[config.mk]
export PLATFORM = sky130hd
export DESIGN_NAME = lbp_core
export DESIGN_NICKNAME = d
export VERILOG_FILES = /design/src/design/lbp_pkg.sv /design/src/design/lbp_core.sv
export SDC_FILE = /design/constraint.sdc
export NUM_CORES = 1
export LEC_CHECK = 0
export BUFFER_PORTS_ARGS = -buffer_cell sky130_fd_sc_hd__buf_2
export CORE_ASPECT_RATIO = 1.1
export CORE_UTILIZATION = 35
export DETAILED_ROUTE_END_ITERATION = 7
export MAX_ROUTING_LAYER = met4
export REMOVE_ABC_BUFFERS = 1
export SYNTH_ARGS = -nofsm -noshare
export SYNTH_HDL_FRONTEND = slang
export SYNTH_SLANG_ARGS = --single-unit
[constraint.sdc]
create_clock -name clk -period 10 [get_ports clk]
set_input_delay 3 -clock clk [delete_from_list [all_inputs] [get_ports clk]]
set_output_delay 3 -clock clk [all_outputs]
set_load 0.02 [all_outputs]
[src/design/lbp_pkg.sv]
// ----------------------------------------------------------------------------
// lbp_pkg
// Shared constants and types of the multi-block LBP code extractor.
// ----------------------------------------------------------------------------
package lbp_pkg;

    localparam int BLOCK_SIZE = 2;
    localparam int BLK_SHIFT  = $clog2(BLOCK_SIZE);

    localparam int PIX_W      = 8;
    localparam int PAIR_W     = 9;
    localparam int ROW_W      = 12;
    localparam int IWID_W     = 11;
    localparam int HGT_W      = 13;
    localparam int BROW_W     = 11;
    localparam int BCOL_W     = 9;
    localparam int CODE_W     = 8;
    localparam int EXT_W      = 14;

    localparam int CFG_IDX_W  = 2;
    localparam int CFG_DATA_W = 13;

    localparam logic [CFG_IDX_W-1:0] CFG_MODE   = 2'd0;
    localparam logic [CFG_IDX_W-1:0] CFG_WIDTH  = 2'd1;
    localparam logic [CFG_IDX_W-1:0] CFG_HEIGHT = 2'd2;

    localparam int MIN_SIZE     = 8;
    localparam int MAX_HEIGHT   = 4096;
    localparam int WIDTH_RESET  = 640;
    localparam int HEIGHT_RESET = 480;

    localparam logic [PIX_W-1:0] PIX_MAX = 8'hFF;

    // per-pixel decode carried into the compute stage
    typedef struct packed {
        logic              pair_first;  // left pixel of a pair
        logic              pair_top;    // right pixel, upper row of a block
        logic              block_done;  // right pixel, lower row of a block
        logic              slot;        // block-row parity, selects line slot
        logic              emit;        // block completes a code in the grid
        logic              last;        // last code of the frame
        logic [BROW_W-1:0] block_row;
        logic [BCOL_W-1:0] block_col;
    } lbp_tag_t;

endpackage

[src/design/lbp_core.sv]
// ----------------------------------------------------------------------------
// lbp_core
// Compute stage: pair and block reduction, line-store write-back, 3x3 block
// window, neighbor compare and the output word register.
// ----------------------------------------------------------------------------
module lbp_core (
    input  logic                        clk,
    input  logic                        rst_n,
    input  logic                        mode,
    input  logic                        s1_valid,
    input  logic [lbp_pkg::PIX_W-1:0]   s1_pixel,
    input  lbp_pkg::lbp_tag_t           s1_tag,
    output logic                        s1_fire,
    input  logic [lbp_pkg::PAIR_W-1:0]  pair_rdata,
    input  logic [2*lbp_pkg::PIX_W-1:0] blk_rdata,
    output logic                        pair_we,
    output logic [lbp_pkg::PAIR_W-1:0]  pair_wdata,
    output logic                        blk_we,
    output logic [2*lbp_pkg::PIX_W-1:0] blk_wdata,
    output logic                        out_valid,
    input  logic                        out_ready,
    output logic [lbp_pkg::CODE_W-1:0]  out_code,
    output logic [lbp_pkg::BROW_W-1:0]  out_row,
    output logic [lbp_pkg::BCOL_W-1:0]  out_col,
    output logic                        out_last
);
    import lbp_pkg::*;

    logic [PIX_W-1:0]   left_reg;
    logic [PIX_W-1:0]   win_reg [3][3];

    logic               out_valid_reg;
    logic [CODE_W-1:0]  code_reg;
    logic [BROW_W-1:0]  row_reg;
    logic [BCOL_W-1:0]  col_reg;
    logic               last_reg;

    logic [PAIR_W-1:0]  pair_val, blk_max;
    logic [PAIR_W:0]    blk_sum;
    logic [PIX_W-1:0]   bv, two_up, one_up, ctr;
    logic [CODE_W-1:0]  code;
    logic               blk_upd;

    assign s1_fire = s1_valid && (!out_valid_reg || out_ready);
    assign blk_upd = s1_fire && s1_tag.block_done;

    always_comb
    begin
        if (mode)
            pair_val = (left_reg > s1_pixel) ? PAIR_W'(left_reg) : PAIR_W'(s1_pixel);
        else
            pair_val = PAIR_W'(left_reg) + PAIR_W'(s1_pixel);

        // a stored pair may be a sum from average mode, hence the clip
        blk_max = (pair_rdata > pair_val) ? pair_rdata : pair_val;
        blk_sum = (PAIR_W+1)'(pair_rdata) + (PAIR_W+1)'(pair_val);
        if (mode)
            bv = (blk_max > PAIR_W'(PIX_MAX)) ? PIX_MAX : blk_max[PIX_W-1:0];
        else
            bv = blk_sum[PAIR_W:2];

        two_up = s1_tag.slot ? blk_rdata[2*PIX_W-1:PIX_W] : blk_rdata[PIX_W-1:0];
        one_up = s1_tag.slot ? blk_rdata[PIX_W-1:0] : blk_rdata[2*PIX_W-1:PIX_W];

        // window after this shift; center is the old right column middle
        ctr     = win_reg[1][2];
        code[7] = win_reg[0][1] > ctr;
        code[6] = win_reg[0][2] > ctr;
        code[5] = two_up > ctr;
        code[4] = one_up > ctr;
        code[3] = bv > ctr;
        code[2] = win_reg[2][2] > ctr;
        code[1] = win_reg[2][1] > ctr;
        code[0] = win_reg[1][1] > ctr;
    end

    assign pair_we    = s1_fire && s1_tag.pair_top;
    assign pair_wdata = pair_val;
    assign blk_we     = blk_upd;
    assign blk_wdata  = s1_tag.slot ? {bv, blk_rdata[PIX_W-1:0]}
                                    : {blk_rdata[2*PIX_W-1:PIX_W], bv};

    always_ff @(posedge clk or negedge rst_n)
    begin
        if (!rst_n)
            left_reg <= '0;
        else if (s1_fire && s1_tag.pair_first)
            left_reg <= s1_pixel;
    end

    always_ff @(posedge clk or negedge rst_n)
    begin
        if (!rst_n)
        begin
            for (int i = 0; i < 3; i++)
            begin
                for (int j = 0; j < 3; j++)
                begin
                    win_reg[i][j] <= '0;
                end
            end
        end
        else if (blk_upd)
        begin
            for (int i = 0; i < 3; i++)
            begin
                win_reg[i][0] <= win_reg[i][1];
                win_reg[i][1] <= win_reg[i][2];
            end
            win_reg[0][2] <= two_up;
            win_reg[1][2] <= one_up;
            win_reg[2][2] <= bv;
        end
    end

    // ---- output word register
    always_ff @(posedge clk or negedge rst_n)
    begin
        if (!rst_n)
            out_valid_reg <= 1'b0;
        else if (s1_fire)
            out_valid_reg <= s1_tag.emit;
        else if (out_ready)
            out_valid_reg <= 1'b0;
    end

    always_ff @(posedge clk)
    begin
        if (s1_fire && s1_tag.emit)
        begin
            code_reg <= code;
            row_reg  <= s1_tag.block_row;
            col_reg  <= s1_tag.block_col;
            last_reg <= s1_tag.last;
        end
    end

    assign out_valid = out_valid_reg;
    assign out_code  = code_reg;
    assign out_row   = row_reg;
    assign out_col   = col_reg;
    assign out_last  = last_reg;

endmodule

==> summary.txt <==
Worst setup path
  • Worst Path Required: 7.00 ns
  • Crit end category: primary output
  • R2R depth: 23
  • Cell family with the largest share of critical-path delay: compound AO/OA/AOI/OAI gates
  • CP Max Fanout: 11
  • CP max stage cell: ha_1
  • CP cell instances: buf_2 > inv_1 > ha_4 > nand3_2 > o221a_4 > o22ai_4 > buf_4 > nand2_1 > o21ai_1 > nand2_1 > o21ai_1 > ha_1 > nor4_2 > nand4_1 > buf_4 > nand2_1 > o211a_1 > o21ai_1 > a31oi_2 > inv_2 > mux2_2 > buf_2
  • Critical path class: in -> out
  • Crit path launch type: primary input
  • Max incr delay on CP: 0.34 ns
  • Stages on worst setup path: 22
  • WP buf/inv: 6
  • Arrival time of the worst setup path: 6.80 ns

Global routing
  • Number of global-route vias before repair: 4845
  • Initial antenna violation count: 0
  • Most used routing layer in global routing: met2
  • GRT met1 Usage: 21.0%
  • Total GRT Usage: 17.6%
  • Largest net degree at the start of global routing: 62
  • First-pass GRT wire length: 24200 um
  • GRT met3 Usage: 3.05%
  • GR Layer Usage met2: 30.3%
  • Total congestion overflow: 0

Route
  • DR pass1 iterations: 4
  • Remaining antenna violation count: 0
  • DR iter-0 viols: 182
  • DRT Wirelength: 15200 um
  • WL per Instance: 15.2 um
  • Vias: 4944
  • Vias/cell: 4.96
  • DRC viols: 0

Power and ir drop
  • Switch Pwr: 0.617 mW
  • Pleak: 3.71 nW
  • Internal power: 0.988 mW
  • Total power: 1.61 mW
  • Cell Pwr Density: 206 mW/mm2
  • Gate power share: 49.1%
  • Part of the power in registers: 30.8%
  • IR drop worst, VDD: 0.0958 mV
  • Switching share of power: 38.5%
  • Clock network fraction of total power: 20.1%

Layout
  • ANT cells: 0
  • Layout Nets: 920
  • Area delta synth->final: 24.6%
  • Max reg flops: 40
  • Multi-input gate area: 0.00390 mm2
  • # fillers: 1739
  • Core Util, Final: 45.2%
  • Share of cells above drive strength 1: 34.9%
  • Register area: 0.00230 mm2

Run
  • Number of max-cap violations: 0

Floorplanning
  • Die area: 0.0184 mm2
  • Starting Density: 36.3%
  • Rows: 50
  • Vert. Die Dim: 142 um
  • Die X: 130 um
  • Num ports: 122
  • CORE AREA: 0.0173 mm2

Synthesis
  • Post-synth EDFFs: 29
  • Sequential area share after synthesis: 36.7%
  • Synth Register Bits: 86
  • Netlist cell types: 57
  • Cell Area, Synth: 0.00626 mm2
  • Asr flop ratio synth: 66.3%
  • Synth Instances: 608
  • YS warnings: 0
  • Main synth FF type: dfrtp_1
  • Syn Area/Cell: 10.3 um2

Clocking
  • CTS clk-pin slew, worst paths: 0.06 ns
  • CTS buffer count: 9
  • CTS tree: done
  • CTS H-tree lvls: 3
  • CTS Sinks: 86
  • Clock Latency Late Sink: 0.34 ns
  • CTS root buffer: clkbuf_16
  • Clock buffer depth: 2

Timing
  • Unrepaired setup endpoints after global routing: false
  • Slew HR: 46.9%
  • Final setup fails: 0
  • Setup TNS: 0 ns
  • Fmax: 102 MHz
  • Final clock skew: 0.00628 ns
  • Final Max Tran Viols: 0
  • Tcrit/Tclk final: 98.0%
  • Final Hold Vio Count: 0
  • Hold_ws: 0.481 ns
  • Worst Max-Slew Pin Slew: 0.796 ns
  • Fin crit period: 9.80 ns

Outcome
  • Status: complete, no violations

Place
  • Buffers on Ports: 121
  • Routability cong.: 0.853
  • Detailed Place HPWL: 11400 um

Worst hold path
  • Hold Crit Class: reg -> reg
  • Hold Path Depth: 2
-- worst paths after layout --
path	from	to	slack, ns
worst min register to register	win_reg[8]	win_reg[8]	0.48
worst max register to register	left_reg[1]	out_code[3]	5.02
min in group asynchronous	rst_n	ctr[6]	2.82
worst max-delay path	s1_pixel[2]	blk_wdata[2]	0.20
max in group asynchronous	rst_n	win_reg[0]	6.66
worst min-delay path	win_reg[8]	win_reg[8]	0.48
-- routing by layer --
layer	up-vias	part of all wire [%]	routed length, um
li1	2494	-	-
met1	2342	45	6880
met2	94	50	7550
met3	14	3.7	559
met4	0	1.3	192
met5	-	0	0
-- worst min-delay path, stage by stage (launching register included) --
cell and delay (ns):
dfrtp_1 0.34, nand2_1 0.04, o21ai_0 0.06
-- layout by cell type, fill, tap and decap left out, types with 2 or more instances in the layout --
master	n
dfrtp_1	57
o221a_4	2
a211oi_2	2
nor3_1	2
nand3_1	12
buf_2	120
o32ai_1	2
nand2b_1	10
ha_1	91
inv_1	40
buf_4	33
o211ai_1	2
nand2_1	48
mux2i_1	10
a21oi_2	5
a21oi_1	33
o21bai_1	2
nand4_1	7
xnor2_1	8
ha_4	7
mux2_2	55
and2_1	2
o31a_1	7
a21o_1	12
o21ai_0	49
clkbuf_16	9
xor2_1	5
nor2_4	2
nor2b_1	11
o21a_1	14
edfxtp_1	29
mux2i_2	3
o21ai_1	5
inv_2	5
nor2_1	21
-- power groups by stage --
stage / Combinational, mW / Clock (mW) / Sequential [mW]
final: 0.789 / 0.322 / 0.495
after global routing: 0.890 / 0.346 / 0.505
after CTS: 0.759 / 0.331 / 0.493
after detailed placement: 0.754 / 0 / 0.500
after global placement: 0.746 / 0 / 0.498
after floorplan: 0.516 / 0 / 0.497
-- repair_timing --
| item | 4_1_cts | 5_1_grt |
|---|---|---|
| cloned | 0 | 1 |
| pin swaps | 0 | 12 |
| hold buffers | 0 | 0 |
| endpoints found under the setup margin | 2 | 14 |
| setup buffers | 0 | 7 |
| resized for setup | 1 | 31 |
-- through the flow --
step           cell area [um2]  cells  setup slack [ns]
2_1_floorplan             6200    591             0.189
3_3_place_gp              7290    972            0.0148
3_5_place_dp              7290    972           -0.0457
4_1_cts                   7570    988            0.0252
5_1_grt                   7810    996           0.00418
6_report                  7810    996             0.198
-- Yosys cell counts (8+ instances only) --
library cell | number | area [um2]
ha_1 | 98 | 1230
dfrtp_1 | 57 | 1430
mux2_2 | 56 | 631
o21ai_0 | 52 | 260
nand2_1 | 49 | 184
inv_1 | 44 | 165
a21oi_1 | 36 | 180
edfxtp_1 | 29 | 871
nor2_1 | 22 | 82.6
o21a_1 | 14 | 105
mux2i_1 | 13 | 130
a21o_1 | 12 | 90.1
nand3_1 | 12 | 60.1
nor2b_1 | 12 | 75.1
clkbuf_1 | 11 | 41.3
nand2b_1 | 11 | 68.8
xnor2_1 | 8 | 70.1
-- cell families after synthesis --
logic type               synth area share, %
AO/OA/AOI/OAI                           15.8
XOR/XNOR                                1.82
adder cells (fa/ha/maj)                 19.9
buffers and inverters                   3.77
flip-flops                              36.7
multiplexers                            12.1
AND/OR/NAND/NOR                         9.89
-- final cells by class --
cell class,count,share of cell area [%]
multi-input combinational,461,50.0
clock buffer,11,3.11
sequential,86,29.4
inverter,45,2.16
clock inverter,5,0.433
timing repair buffer,154,11.1
tap,234,3.75
Power figures use the tool's default switching activity.
