==> config.mk <==
export PLATFORM = sky130hd
export DESIGN_NAME = lbp_front
export DESIGN_NICKNAME = d
export VERILOG_FILES = /design/src/design/lbp_pkg.sv /design/src/design/lbp_front.sv
export SDC_FILE = /design/constraint.sdc
export NUM_CORES = 1
export LEC_CHECK = 0
export BUFFER_PORTS_ARGS = -buffer_cell sky130_fd_sc_hd__buf_2
export CAP_MARGIN = 20
export CORE_MARGIN = 4
export CORE_UTILIZATION = 45
export DETAILED_ROUTE_END_ITERATION = 8
export PLACE_DENSITY = 0.62
export SKIP_CTS_REPAIR_TIMING = 1
export SLEW_MARGIN = 20
export SYNTH_ARGS = -nofsm -noshare
export SYNTH_HDL_FRONTEND = slang
export SYNTH_SLANG_ARGS = --single-unit
==> constraint.sdc <==
create_clock -name clk -period 4.5 [get_ports clk]
set_clock_uncertainty 0.15 [all_clocks]
set_input_delay 0.45 -clock clk [delete_from_list [all_inputs] [get_ports clk]]
set_output_delay 0.45 -clock clk [all_outputs]
set_load 0.03 [all_outputs]
==> src/design/lbp_pkg.sv <==
// ----------------------------------------------------------------------------
// lbp_pkg
// Shared constants and types of the multi-block LBP code extractor.
// ----------------------------------------------------------------------------
package lbp_pkg;

    localparam int BLOCK_SIZE = 2;
    localparam int BLK_SHIFT  = $clog2(BLOCK_SIZE);

    localparam int PIX_W      = 8;
    localparam int PAIR_W     = 9;
    localparam int ROW_W      = 12;
    localparam int IWID_W     = 11;
    localparam int HGT_W      = 13;
    localparam int BROW_W     = 11;
    localparam int BCOL_W     = 9;
    localparam int CODE_W     = 8;
    localparam int EXT_W      = 14;

    localparam int CFG_IDX_W  = 2;
    localparam int CFG_DATA_W = 13;

    localparam logic [CFG_IDX_W-1:0] CFG_MODE   = 2'd0;
    localparam logic [CFG_IDX_W-1:0] CFG_WIDTH  = 2'd1;
    localparam logic [CFG_IDX_W-1:0] CFG_HEIGHT = 2'd2;

    localparam int MIN_SIZE     = 8;
    localparam int MAX_HEIGHT   = 4096;
    localparam int WIDTH_RESET  = 640;
    localparam int HEIGHT_RESET = 480;

    localparam logic [PIX_W-1:0] PIX_MAX = 8'hFF;

    // per-pixel decode carried into the compute stage
    typedef struct packed {
        logic              pair_first;  // left pixel of a pair
        logic              pair_top;    // right pixel, upper row of a block
        logic              block_done;  // right pixel, lower row of a block
        logic              slot;        // block-row parity, selects line slot
        logic              emit;        // block completes a code in the grid
        logic              last;        // last code of the frame
        logic [BROW_W-1:0] block_row;
        logic [BCOL_W-1:0] block_col;
    } lbp_tag_t;

endpackage

==> src/design/lbp_front.sv <==
// ----------------------------------------------------------------------------
// lbp_front
// Config registers, raster position tracking, pixel decode, line-store read
// issue and the compute-stage input register.
// ----------------------------------------------------------------------------
module lbp_front #(
    parameter int BORDER    = 4,
    parameter int MAX_WIDTH = 1024
) (
    input  logic                           clk,
    input  logic                           rst_n,
    input  logic                           cfg_we,
    input  logic [lbp_pkg::CFG_IDX_W-1:0]  cfg_index,
    input  logic [lbp_pkg::CFG_DATA_W-1:0] cfg_data,
    input  logic                           in_valid,
    output logic                           in_ready,
    input  logic [lbp_pkg::PIX_W-1:0]      in_pixel,
    input  logic                           in_frame_start,
    input  logic                           s1_fire,
    output logic                           mode,
    output logic                           s1_valid,
    output logic [lbp_pkg::PIX_W-1:0]      s1_pixel,
    output lbp_pkg::lbp_tag_t              s1_tag,
    output logic [$clog2((MAX_WIDTH+1)/2)-1:0] s1_addr,
    output logic                           rd_en,
    output logic [$clog2((MAX_WIDTH+1)/2)-1:0] rd_addr
);
    import lbp_pkg::*;

    localparam int CW    = $clog2(MAX_WIDTH);
    localparam int WW    = CW + 1;
    localparam int AW    = $clog2((MAX_WIDTH+1)/2);
    localparam int PAR   = BORDER % 2;
    localparam int W_RST = (WIDTH_RESET > MAX_WIDTH) ? MAX_WIDTH : WIDTH_RESET;

    logic              mode_reg;
    logic [WW-1:0]     width_reg;
    logic [HGT_W-1:0]  height_reg;
    logic [ROW_W-1:0]  row_reg, row_next;
    logic [CW-1:0]     col_reg, col_next;

    logic              s1_valid_reg, s1_valid_next;
    logic [PIX_W-1:0]  s1_pixel_reg;
    lbp_tag_t          s1_tag_reg;
    logic [AW-1:0]     s1_addr_reg;

    logic [EXT_W-1:0]  width_sel, height_sel, wx, hx;
    logic              accept;
    logic [ROW_W-1:0]  cur_row;
    logic [CW-1:0]     cur_col;
    logic [EXT_W-1:0]  r_x, c_x, rp_x, cp_x, rb_x, cb_x, w_x, h_x, col_inc, row_inc;
    logic              in_grid, in_window;
    lbp_tag_t          tag;

    // ---- configuration, clamped when written
    always_comb
    begin
        wx = EXT_W'(cfg_data[IWID_W-1:0]);
        hx = EXT_W'(cfg_data);
        if (wx < EXT_W'(MIN_SIZE))
            width_sel = EXT_W'(MIN_SIZE);
        else if (wx > EXT_W'(MAX_WIDTH))
            width_sel = EXT_W'(MAX_WIDTH);
        else
            width_sel = wx;
        if (hx < EXT_W'(MIN_SIZE))
            height_sel = EXT_W'(MIN_SIZE);
        else if (hx > EXT_W'(MAX_HEIGHT))
            height_sel = EXT_W'(MAX_HEIGHT);
        else
            height_sel = hx;
    end

    always_ff @(posedge clk or negedge rst_n)
    begin
        if (!rst_n)
        begin
            mode_reg   <= 1'b0;
            width_reg  <= WW'(W_RST);
            height_reg <= HGT_W'(HEIGHT_RESET);
        end
        else if (cfg_we)
        begin
            unique case (cfg_index)
                CFG_MODE:   mode_reg   <= cfg_data[0];
                CFG_WIDTH:  width_reg  <= WW'(width_sel);
                CFG_HEIGHT: height_reg <= HGT_W'(height_sel);
                default:    ;
            endcase
        end
    end

    // ---- position of the incoming pixel
    assign in_ready = !s1_valid_reg || s1_fire;
    assign accept   = in_valid && in_ready;
    assign cur_row  = in_frame_start ? '0 : row_reg;
    assign cur_col  = in_frame_start ? '0 : col_reg;

    always_comb
    begin
        r_x     = EXT_W'(cur_row);
        c_x     = EXT_W'(cur_col);
        w_x     = EXT_W'(width_reg);
        h_x     = EXT_W'(height_reg);
        col_inc = c_x + EXT_W'(1);
        row_inc = r_x + EXT_W'(1);
        if (col_inc >= w_x)
        begin
            col_next = '0;
            row_next = (row_inc >= h_x) ? '0 : ROW_W'(row_inc);
        end
        else
        begin
            col_next = CW'(col_inc);
            row_next = cur_row;
        end
    end

    always_ff @(posedge clk or negedge rst_n)
    begin
        if (!rst_n)
        begin
            row_reg <= '0;
            col_reg <= '0;
        end
        else if (accept)
        begin
            row_reg <= row_next;
            col_reg <= col_next;
        end
    end

    // ---- decode: pair/block phase and code window bounds
    always_comb
    begin
        rp_x      = r_x - EXT_W'(PAR);
        cp_x      = c_x - EXT_W'(PAR);
        rb_x      = r_x - EXT_W'(BORDER + 3);
        cb_x      = c_x - EXT_W'(BORDER + 3);
        in_grid   = (r_x >= EXT_W'(PAR)) && (c_x >= EXT_W'(PAR));
        in_window = (r_x >= EXT_W'(BORDER + 3)) && (r_x + EXT_W'(BORDER) < h_x + EXT_W'(3))
                 && (c_x >= EXT_W'(BORDER + 3)) && (c_x + EXT_W'(BORDER) < w_x + EXT_W'(3));

        tag.pair_first = in_grid && !cp_x[0];
        tag.pair_top   = in_grid && cp_x[0] && !rp_x[0];
        tag.block_done = in_grid && cp_x[0] && rp_x[0];
        tag.slot       = rp_x[BLK_SHIFT];
        tag.emit       = tag.block_done && in_window;
        tag.last       = (r_x + EXT_W'(BORDER) >= h_x + EXT_W'(1))
                      && (c_x + EXT_W'(BORDER) >= w_x + EXT_W'(1));
        tag.block_row  = rb_x[BROW_W+BLK_SHIFT-1:BLK_SHIFT];
        tag.block_col  = cb_x[BCOL_W+BLK_SHIFT-1:BLK_SHIFT];
    end

    // reads go out with the accept so the data lines up with the stage register
    assign rd_en   = accept;
    assign rd_addr = cp_x[AW+BLK_SHIFT-1:BLK_SHIFT];

    // ---- compute-stage input register
    always_comb
    begin
        if (accept)
            s1_valid_next = 1'b1;
        else if (s1_fire)
            s1_valid_next = 1'b0;
        else
            s1_valid_next = s1_valid_reg;
    end

    always_ff @(posedge clk or negedge rst_n)
    begin
        if (!rst_n)
            s1_valid_reg <= 1'b0;
        else
            s1_valid_reg <= s1_valid_next;
    end

    always_ff @(posedge clk)
    begin
        if (accept)
        begin
            s1_pixel_reg <= in_pixel;
            s1_tag_reg   <= tag;
            s1_addr_reg  <= rd_addr;
        end
    end

    assign mode     = mode_reg;
    assign s1_valid = s1_valid_reg;
    assign s1_pixel = s1_pixel_reg;
    assign s1_tag   = s1_tag_reg;
    assign s1_addr  = s1_addr_reg;

endmodule

==> metrics.md, run 1 <==
| Metric | Value |
|---|---|
| Cells after DPL | `964` |
| Routed Antenna Nets | `0` |
| Cell area after layout | `7500 um^2` |
| Final Cycle Share | `86.1%` |
| Cell Area, Synth | `roughly 6600 um^2` |
| Area growth syn-to-layout | `12.9%` |
| Initial antenna violation count | `0` |
| Number of distinct library cells after synthesis | `54` |
| Syn Inst Count | `720` |
| Fin worst setup slack | `625 ps` |
| Root buf cell | `clkbuf_16` |
| Total CTS buffers | `9` |
| Gate power share | `24.8%` |
| Initial Util | `45.9%` |
| Synthesized area per cell | `9.23 um^2` |
| Die X | `130 um` |
| Period minus WS final | `just under 4000 ps` |
| Setup slack, reg-to-reg | `about 630 ps` |
| Asr flop ratio synth | `52.7%` |
| Syn. warnings | `0` |
| H-tree lvl count | `3` |
| Worst EP arrival | `4020 ps` |
| Largest net degree at the start of global routing | `49` |
| Most common cell in the synthesized netlist | `ha_1` |
| Status | `completed` |
| Sequential share of the synthesized area | `37.6%` |
| Final cell count without fillers | `980` |
| Multi-input gate area | `3870 um^2` |
| First-pass GRT wire length | `27300 um` |
| NetSw | `0.773 mW` |
| Total wire length | `16700 um` |
| Max Root-Sink Buffers | `2` |
| Worst hold path class | `in -> async` |
| Final #Nets | `900` |
| Prevailing post-synth register cell | `edfxtp_1` |
| Drt wl/cell | `17.0 um` |
| Max-slew violations | `0` |
| RSZ-0062 raised after global routing | `no` |
| Synth Register Bits | `91` |
| Clk pwr share | `roughly 31%` |
| ANT cells | `0` |
| Vias in the first global route | `approximately 5.4k` |
| Part of the power in registers | `between 40% and 50%` |
| Ports | `85` |
| Overflow after GRT | `0` |
| CP max stage cell | `dfrtp_1` |
| Total number of vias | `roughly 5.4k` |
| Critical path, cell by cell | `nor2b_1, ha_1, nand4_1, or3_1, a21oi_1, ha_1, a21oi_1, o21ai_0, a21oi_1, o211a_1, and2_1, a22o_1` |
| Final core utilization | `roughly 52%` |
| Critical path buffers and inverters | `0` |
| Max VDD drop | `177 uV` |
| GPL Wtd Cong | `between 0.8 and 0.9` |
| Global Route Usage Sum | `20.6%` |
| Leak Pwr | `3.20 nW` |
| Total power | `2.33 mW` |
| Clock transition at path regs | `70 ps` |
| Cell area power density | `between 300 and 400 nW/um^2` |
| Post-DP HPWL | `12900 um` |
| Number of flip-flops under the largest register name | `26` |
| 1st-iter DRT viols | `301` |
| Final Hold Viols | `0` |
| Core Footprint | `14500 um^2` |
| Top post-synthesis cells by area | `edfxtp_1 (19%), dfrtp_1 (16%), ha_1 (15%), xnor2_1 (7.0%), o21ai_0 (4.0%)` |
| Worst-Margin Slew | `776 ps` |
| Most used cell, CP | `a21oi_1` |
| Cell family with most CP delay | `simple AND/OR/NAND/NOR gates` |
| DRT Pass-1 Iters | `5` |
| Slowest Stage Delay on Critical Path | `~500 ps` |
| Synth top area share | `19.4%` |
| DRC Markers | `0` |
| Relative slew slack | `48.1%` |
| Final setup fails | `0` |
| Syn_nets | `just over 800` |
| Critical path type | `reg -> reg` |
| TritonCTS clock tree | `yes` |
| Post-place setup slack | `450 ps` |
| Area after DPL | `7230 um^2` |
| Share of layout cells above drive strength 1 | `15.5%` |
| Setup crit end kind | `register` |
| # port buffers | `84` |
| Total area of sequential cells | `2500 um^2` |
| Clock Latency Late Sink | `360 ps` |
| Sw frac | `33.2%` |
| Int Pwr | `1.56 mW` |
| CP startpoint kind | `register` |
| Setup TNS | `0 ps` |
| Clock Sinks | `91` |
| Maximum clock rate | `0.258 GHz` |
| Die height | `about 130 um` |
| Vias/cell | `5.55` |
| Die ar. | `16800 um^2` |
| Critical path data required time | `4640 ps` |
| Maxcap violations | `0` |
| Post-synth EDFFs | `43` |
| Top post-synthesis cells by count | `ha_1 (80), nand2_1 (68), o21ai_0 (53), xnor2_1 (53), nor2_1 (50)` |
| # fillers | `1350` |
| Cell Rows | `44` |
| Area leader, netlist | `edfxtp_1` |
| WHS | `54.6 ps` |
| Peak fanout along the critical path | `10` |
[final cells by class]
type                    instances  area share, %
clock buffers                  10           3.05
inverters                      40           2.00
clock inverters                 6          0.517
multi-input cells             557           51.6
repair buffers                 92           6.41
flip-flops and latches         91           33.3
well taps                     184           3.07
[logic make-up after synthesis]
group | after synthesis | share of synthesized area [%]
buffers and inverters | 72 | 4.12
adders and majority gates | 80 | 15.1
muxes | 3 | 0.508
xor gates and xnor gates | 66 | 8.70
AOI/OAI and AO/OA | 155 | 14.9
and+or+nand+nor | 253 | 19.1
DFF | 91 | 37.6
[path summary, 6_finish.rpt]
path	from	to	cells past startpoint
worst max register to register	row_reg[0]	row_reg[7]	12
worst max-delay path	row_reg[0]	row_reg[7]	12
worst min-delay path	rst_n	height_reg[3]	2
max in group asynchronous	rst_n	col_reg[9]	2
worst min register to register	col_reg[2]	col_reg[2]	2
min in group clk	in_pixel[5]	s1_pixel[5]	1
[power by group through the flow]
stage / Clock [mW] / Combinational, mW / Sequential, mW
after floorplan: 0 / 0.389 / 1.05
after global placement: 0 / 0.558 / 1.05
after detailed placement: 0 / 0.577 / 1.05
after CTS: 0.730 / 0.580 / 1.03
after global routing: 0.762 / 0.650 / 1.04
final: 0.720 / 0.577 / 1.03
[worst register-to-register path, stage by stage (launching register included)]
cell and delay (ps):
dfrtp_1 500, nor2b_1 340, ha_1 470, nand4_1 250, or3_1 360, a21oi_1 210
ha_1 280, a21oi_1 150, o21ai_0 100, a21oi_1 130, o211a_1 320, and2_1 350
a22o_1 200
[per-layer routing]
| metal | vias to the layer above | global-route usage (%) | share of wire (%) |
|---|---|---|---|
| met5 | - | 0 | 0 |
| met4 | 0 | 6.23 | 1.4 |
| met3 | 17 | 3.42 | 4.8 |
| met2 | 128 | 32.4 | 45 |
| met1 | 2598 | 29.2 | 49 |
| li1 | 2697 | - | - |
[cell usage in the layout, fill, tap and decap left out, types with 4 or more instances in the layout]
master     count
nand4_1       15
clkbuf_16      9
nor3_1        18
a22o_1        21
dfstp_2        6
and3_1         4
edfxtp_1      43
buf_2         84
o31ai_1        5
nor4_1         4
nand2b_1      21
buf_4          8
inv_1         38
dfrtp_1       42
a21o_1        11
nor2b_1       19
nand3_1       25
and2_1         5
ha_1          80
o21bai_1       5
or3_1          9
a21oi_1       33
nor2_1        50
xnor2_1       53
o21ai_0       53
nand2_1       68
xor2_1        13
(Power assumes the default switching activity.)
==> inputs of run 2 (changes only) <==
CORE_UTILIZATION = 54   (was 45)
PLACE_DENSITY = 0.72   (was 0.62)
SLEW_MARGIN = 10   (was 20)
==> metrics.md, run 2 (synthesized netlist as in run 1, its figures left out) <==
| Metric | Value |
|---|---|
| Setup crit end kind | `register` |
| Worst EP arrival | `~4100 ps` |
| Multi-input gate area | `between 3000 and 4000 um^2` |
| Total CTS buffers | `9` |
| Initial Util | `55.3%` |
| # port buffers | `84` |
| First-pass GRT wire length | `25800 um` |
| Final Hold Viols | `19` |
| Final setup fails | `0` |
| Root buf cell | `clkbuf_16` |
| Die X | `119 um` |
| Global Route Usage Sum | `22.4%` |
| 1st-iter DRT viols | `334` |
| Share of layout cells above drive strength 1 | `15.5%` |
| Final core utilization | `62.2%` |
| Ports | `85` |
| WHS | `-44.3 ps` |
| Most common cell after layout, fill and taps aside | `buf_2` |
| GPL Wtd Cong | `0.957` |
| Clock Latency Late Sink | `between 300 and 400 ps` |
| Total number of vias | `5486` |
| Total wire length | `15700 um` |
| Die ar. | `14100 um^2` |
| Relative slew slack | `49.4%` |
| Worst hold path class | `in -> async` |
| Cell Rows | `40` |
| Cell area power density | `312 nW/um^2` |
| RSZ-0062 raised after global routing | `no` |
| Post-DP HPWL | `about 12000 um` |
| Peak fanout along the critical path | `10` |
| ANT cells | `0` |
| Setup TNS | `0 ps` |
| Overflow after GRT | `0` |
| Critical path data required time | `4640 ps` |
| Clock Sinks | `between 90 and 100` |
| Initial antenna violation count | `0` |
| Die height | `119 um` |
| CP startpoint kind | `register` |
| Final Cycle Share | `roughly 90%` |
| Area growth syn-to-layout | `12.5%` |
| Max-slew violations | `0` |
| Period minus WS final | `4000 ps` |
| H-tree lvl count | `3` |
| Commonest cells after routing, fill and taps aside | `buf_2 (85), ha_1 (80), nand2_1 (68)` |
| Worst-Margin Slew | `757 ps` |
| Total area of sequential cells | `2500 um^2` |
| # fillers | `1012` |
| Violated checks | `hold timing` |
| Largest net degree at the start of global routing | `a little under 50` |
| Drt wl/cell | `around 17 um` |
| DRT Pass-1 Iters | `5` |
| Max Root-Sink Buffers | `2` |
| Core Footprint | `between 10000 and 15000 um^2` |
| Number of flip-flops under the largest register name | `26` |
| TritonCTS clock tree | `yes` |
| Leak Pwr | `3.21 nW` |
| Post-place setup slack | `263 ps` |
| Max VDD drop | `175 uV` |
| Clock transition at path regs | `60 ps` |
| Maximum clock rate | `approximately 0.25 GHz` |
| Status | `finished, violations left` |
| Critical path type | `reg -> reg` |
| Maxcap violations | `0` |
| Vias/cell | `roughly 5.8` |
| Vias in the first global route | `around 5.3k` |
| DRC Markers | `0` |
| Routed Antenna Nets | `0` |
| Fin worst setup slack | `496 ps` |
| Final #Nets | `around 900` |
| Setup slack, reg-to-reg | `500 ps` |
run 2: cell types whose count changed in the layout (fill, tap and decap cells not counted):
cell and delta:
buf_4 -3, clkbuf_8 +1, buf_2 +1, buf_16 +1
clkinv_1 -1
run 2: critical path: stages (launching register included):
cell     delay (ps)
dfrtp_1         480
nor2b_1         460
ha_1            470
nand4_1         260
or3_1           370
a21oi_1         260
ha_1            290
a21oi_1         140
o21ai_0          90
a21oi_1         160
o211a_1         310
and2_1          310
a22o_1          190
run 2: cell type report:
cell class / instances / area share [%]
clock buffer: 11 / 3.25
clock inverter: 5 / 0.469
sequential: 91 / 33.5
tap: 147 / 2.46
inverter: 40 / 2.01
timing repair buffer: 91 / 6.56
multi-input combinational: 557 / 51.8
run 2: routing by layer:
layer	GRT usage, %	wire (um)	up-vias
li1	-	-	2700
met3	3.56	936	28
met4	8.33	338	0
met5	0	0	-
met1	31.7	7340	2572
met2	34.8	7050	186
run 2: final timing paths:
check / to / from / depth (start not counted)
max reg2reg: row_reg[3] / row_reg[0] / 12
min reg2reg: height_reg[12] / height_reg[12] / 1
max: row_reg[3] / row_reg[0] / 12
min: height_reg[2] / rst_n / 1
min in group clk: s1_pixel[7] / in_pixel[7] / 1
max in group asynchronous: col_reg[1] / rst_n / 2
run 2: power by group:
group | switching [mW] | internal, mW
Combinational | 0.342 | 0.238
Sequential | 0.0826 | 0.947
Clock | 0.328 | 0.392
run 2: metrics by stage:
| step | std cells | instance area, um^2 | hold slack [ps] | power, mW |
|---|---|---|---|---|
| CTS | 940 | 7440 | 115 | 2.34 |
| global placement | 924 | 7160 | 340 | 1.59 |
| floorplan | 720 | 6650 | 4.41 | 1.44 |
| finish | 942 | 7470 | -44.3 | 2.33 |
| global route | 942 | 7470 | 3.65 | 2.45 |
| detailed placement | 924 | 7160 | 347 | 1.61 |
==> inputs of run 3 (changes only) <==
clock period = 4.15 ns   (was 4.5 ns; I/O delays follow)
==> metrics.md, run 3 (synthesized netlist as in run 1, its figures left out) <==
| Metric | Value |
|---|---|
| Worst Reg-to-Reg Cells | `12` |
| DRT Pass-1 Iters | `5` |
| GPL Wtd Cong | `between 0.9 and 1` |
| Max Root-Sink Buffers | `2` |
| Reg-to-Reg Start | `row_reg[0]` |
| H-tree lvl count | `3` |
| Total wire length | `roughly 16000 um` |
| Final core utilization | `a little over three fifths` |
| Routed Antenna Nets | `0` |
| Drt wl/cell | `17.1 um` |
| Multi-input gate area | `3870 um^2` |
| Cells after DPL | `~930` |
| 1st-iter DRT viols | `397` |
| Critical path data required time | `4280 ps` |
| Max-slew violations | `0` |
| Die X | `119 um` |
| Setup slack, reg-to-reg | `~500 ps` |
| Clock Sinks | `slightly above 90` |
| Maximum clock rate | `0.274 GHz` |
| Initial Util | `55.3%` |
| Commonest cells after routing, fill and taps aside | `buf_2 (84), ha_1 (80), nand2_1 (68)` |
| First-pass GRT wire length | `about 27000 um` |
| Cell area after layout | `7520 um^2` |
| Global Route Usage Sum | `23.6%` |
| Fin worst setup slack | `498 ps` |
| Total area of sequential cells | `roughly 2500 um^2` |
| Post-place setup slack | `369 ps` |
| Worst-Margin Slew | `757 ps` |
| Total CTS buffers | `9` |
| Initial antenna violation count | `0` |
| Relative slew slack | `49.4%` |
| Worst EP arrival | `3790 ps` |
| Maxcap violations | `0` |
| CP startpoint kind | `register` |
| Peak fanout along the critical path | `7` |
| Root buf cell | `clkbuf_16` |
| WHS | `91.2 ps` |
| # port buffers | `84` |
| Area growth syn-to-layout | `13.2%` |
| Worst reg2reg endpoint | `row_reg[1]` |
| # fillers | `1030` |
| Number of flip-flops under the largest register name | `26` |
| ANT cells | `0` |
| Area after DPL | `7240 um^2` |
| Cell Rows | `40` |
| Clock transition at path regs | `70 ps` |
| TritonCTS clock tree | `yes` |
| Vias in the first global route | `5531` |
| DRC Markers | `0` |
| Post-DP HPWL | `12600 um` |
| Final Hold Viols | `0` |
| Period minus WS final | `3650 ps` |
| CP Launch Point | `row_reg[0]` |
| Total number of vias | `5571` |
| Final Cycle Share | `88.0%` |
| Most common cell after layout, fill and taps aside | `buf_2` |
| Status | `completed` |
| Final setup fails | `0` |
| Die ar. | `14100 um^2` |
| Total power | `2.54 mW` |
| Critical path, cell by cell | `nor2b_1, ha_1, nand4_1, or3_1, a21oi_1, ha_1, a21oi_1, o21ai_0, a21oi_1, o211a_1, and2_1, a22o_1` |
| Most used cell, CP | `a21oi_1` |
| Leak Pwr | `3.24 nW` |
| Clock Latency Late Sink | `350 ps` |
| Slowest Stage Delay on Critical Path | `480 ps` |
| Core Footprint | `about 12000 um^2` |
| Die height | `119 um` |
| Worst hold path class | `in -> reg` |
| RSZ-0062 raised after global routing | `no` |
| CP max stage cell | `dfrtp_1` |
| Setup crit end kind | `register` |
| Setup TNS | `0 ps` |
| Critical path type | `reg -> reg` |
| Vias/cell | `5.87` |
| Final #Nets | `906` |
| Largest net degree at the start of global routing | `36` |
| Ports | `between 80 and 90` |
| Crit path capture | `row_reg[1]` |
| Overflow after GRT | `0` |
| Cell area power density | `337 nW/um^2` |
| Final cell count without fillers | `about 950` |
| Max VDD drop | `206 uV` |
| Share of layout cells above drive strength 1 | `16.1%` |
## run 3: cell count changes in the layout (fill, tap and decap cells not counted)
cell,delta
buf_12,+1
buf_16,-1
buf_2,-1
buf_4,+7
clkbuf_1,-1
clkbuf_8,-1
clkinv_1,+1
clkinv_2,-1
clkinvlp_4,+1
dlygate4sd3_1,+1
inv_6,+1
## run 3: layout make-up
type                    count  share of cell area [%]
well taps                 147                    2.45
inverters                  40                    2.00
multi-input cells         557                    51.5
clock inverters             7                   0.665
clock buffers               9                    2.99
repair buffers             98                    7.19
flip-flops and latches     91                    33.2
## run 3: worst max-delay path, delay by kind of cell, from the launching register on
kind            cells  cell delay (ps)
simple gates        4             1290
fa+ha+maj           2              620
flops               1              480
compound gates      6             1040
## run 3: power breakdown
| part | leakage (nW) | switching [mW] | internal [mW] | total [mW] |
|---|---|---|---|---|
| Clock | 0.130 | 0.373 | 0.410 | 0.783 |
| Sequential | 0.988 | 0.0897 | 1.03 | 1.12 |
| Combinational | 2.12 | 0.376 | 0.261 | 0.637 |
## run 3: metal layers
metal,part of all wire (%),GRT usage [%],up-vias
met1,46,32.0,2618
met4,2.4,9.56,0
met2,45,37.7,207
met3,6.3,4.08,31
li1,-,-,2715
met5,0,0,-
## run 3: how the worst min path moves through the flow
stage | startpoint | to | slack [ps] | cells past startpoint
finish | in_pixel[1] | s1_pixel[1] | 90 | 1
global route | in_pixel[4] | s1_pixel[4] | 70 | 1
CTS | rst_n | height_reg[4] | -170 | 1
detailed placement | rst_n | row_reg[2] | 210 | 1
global placement | height_reg[12] | height_reg[12] | 340 | 1
floorplan | rst_n | col_reg[0] | -30 | 0
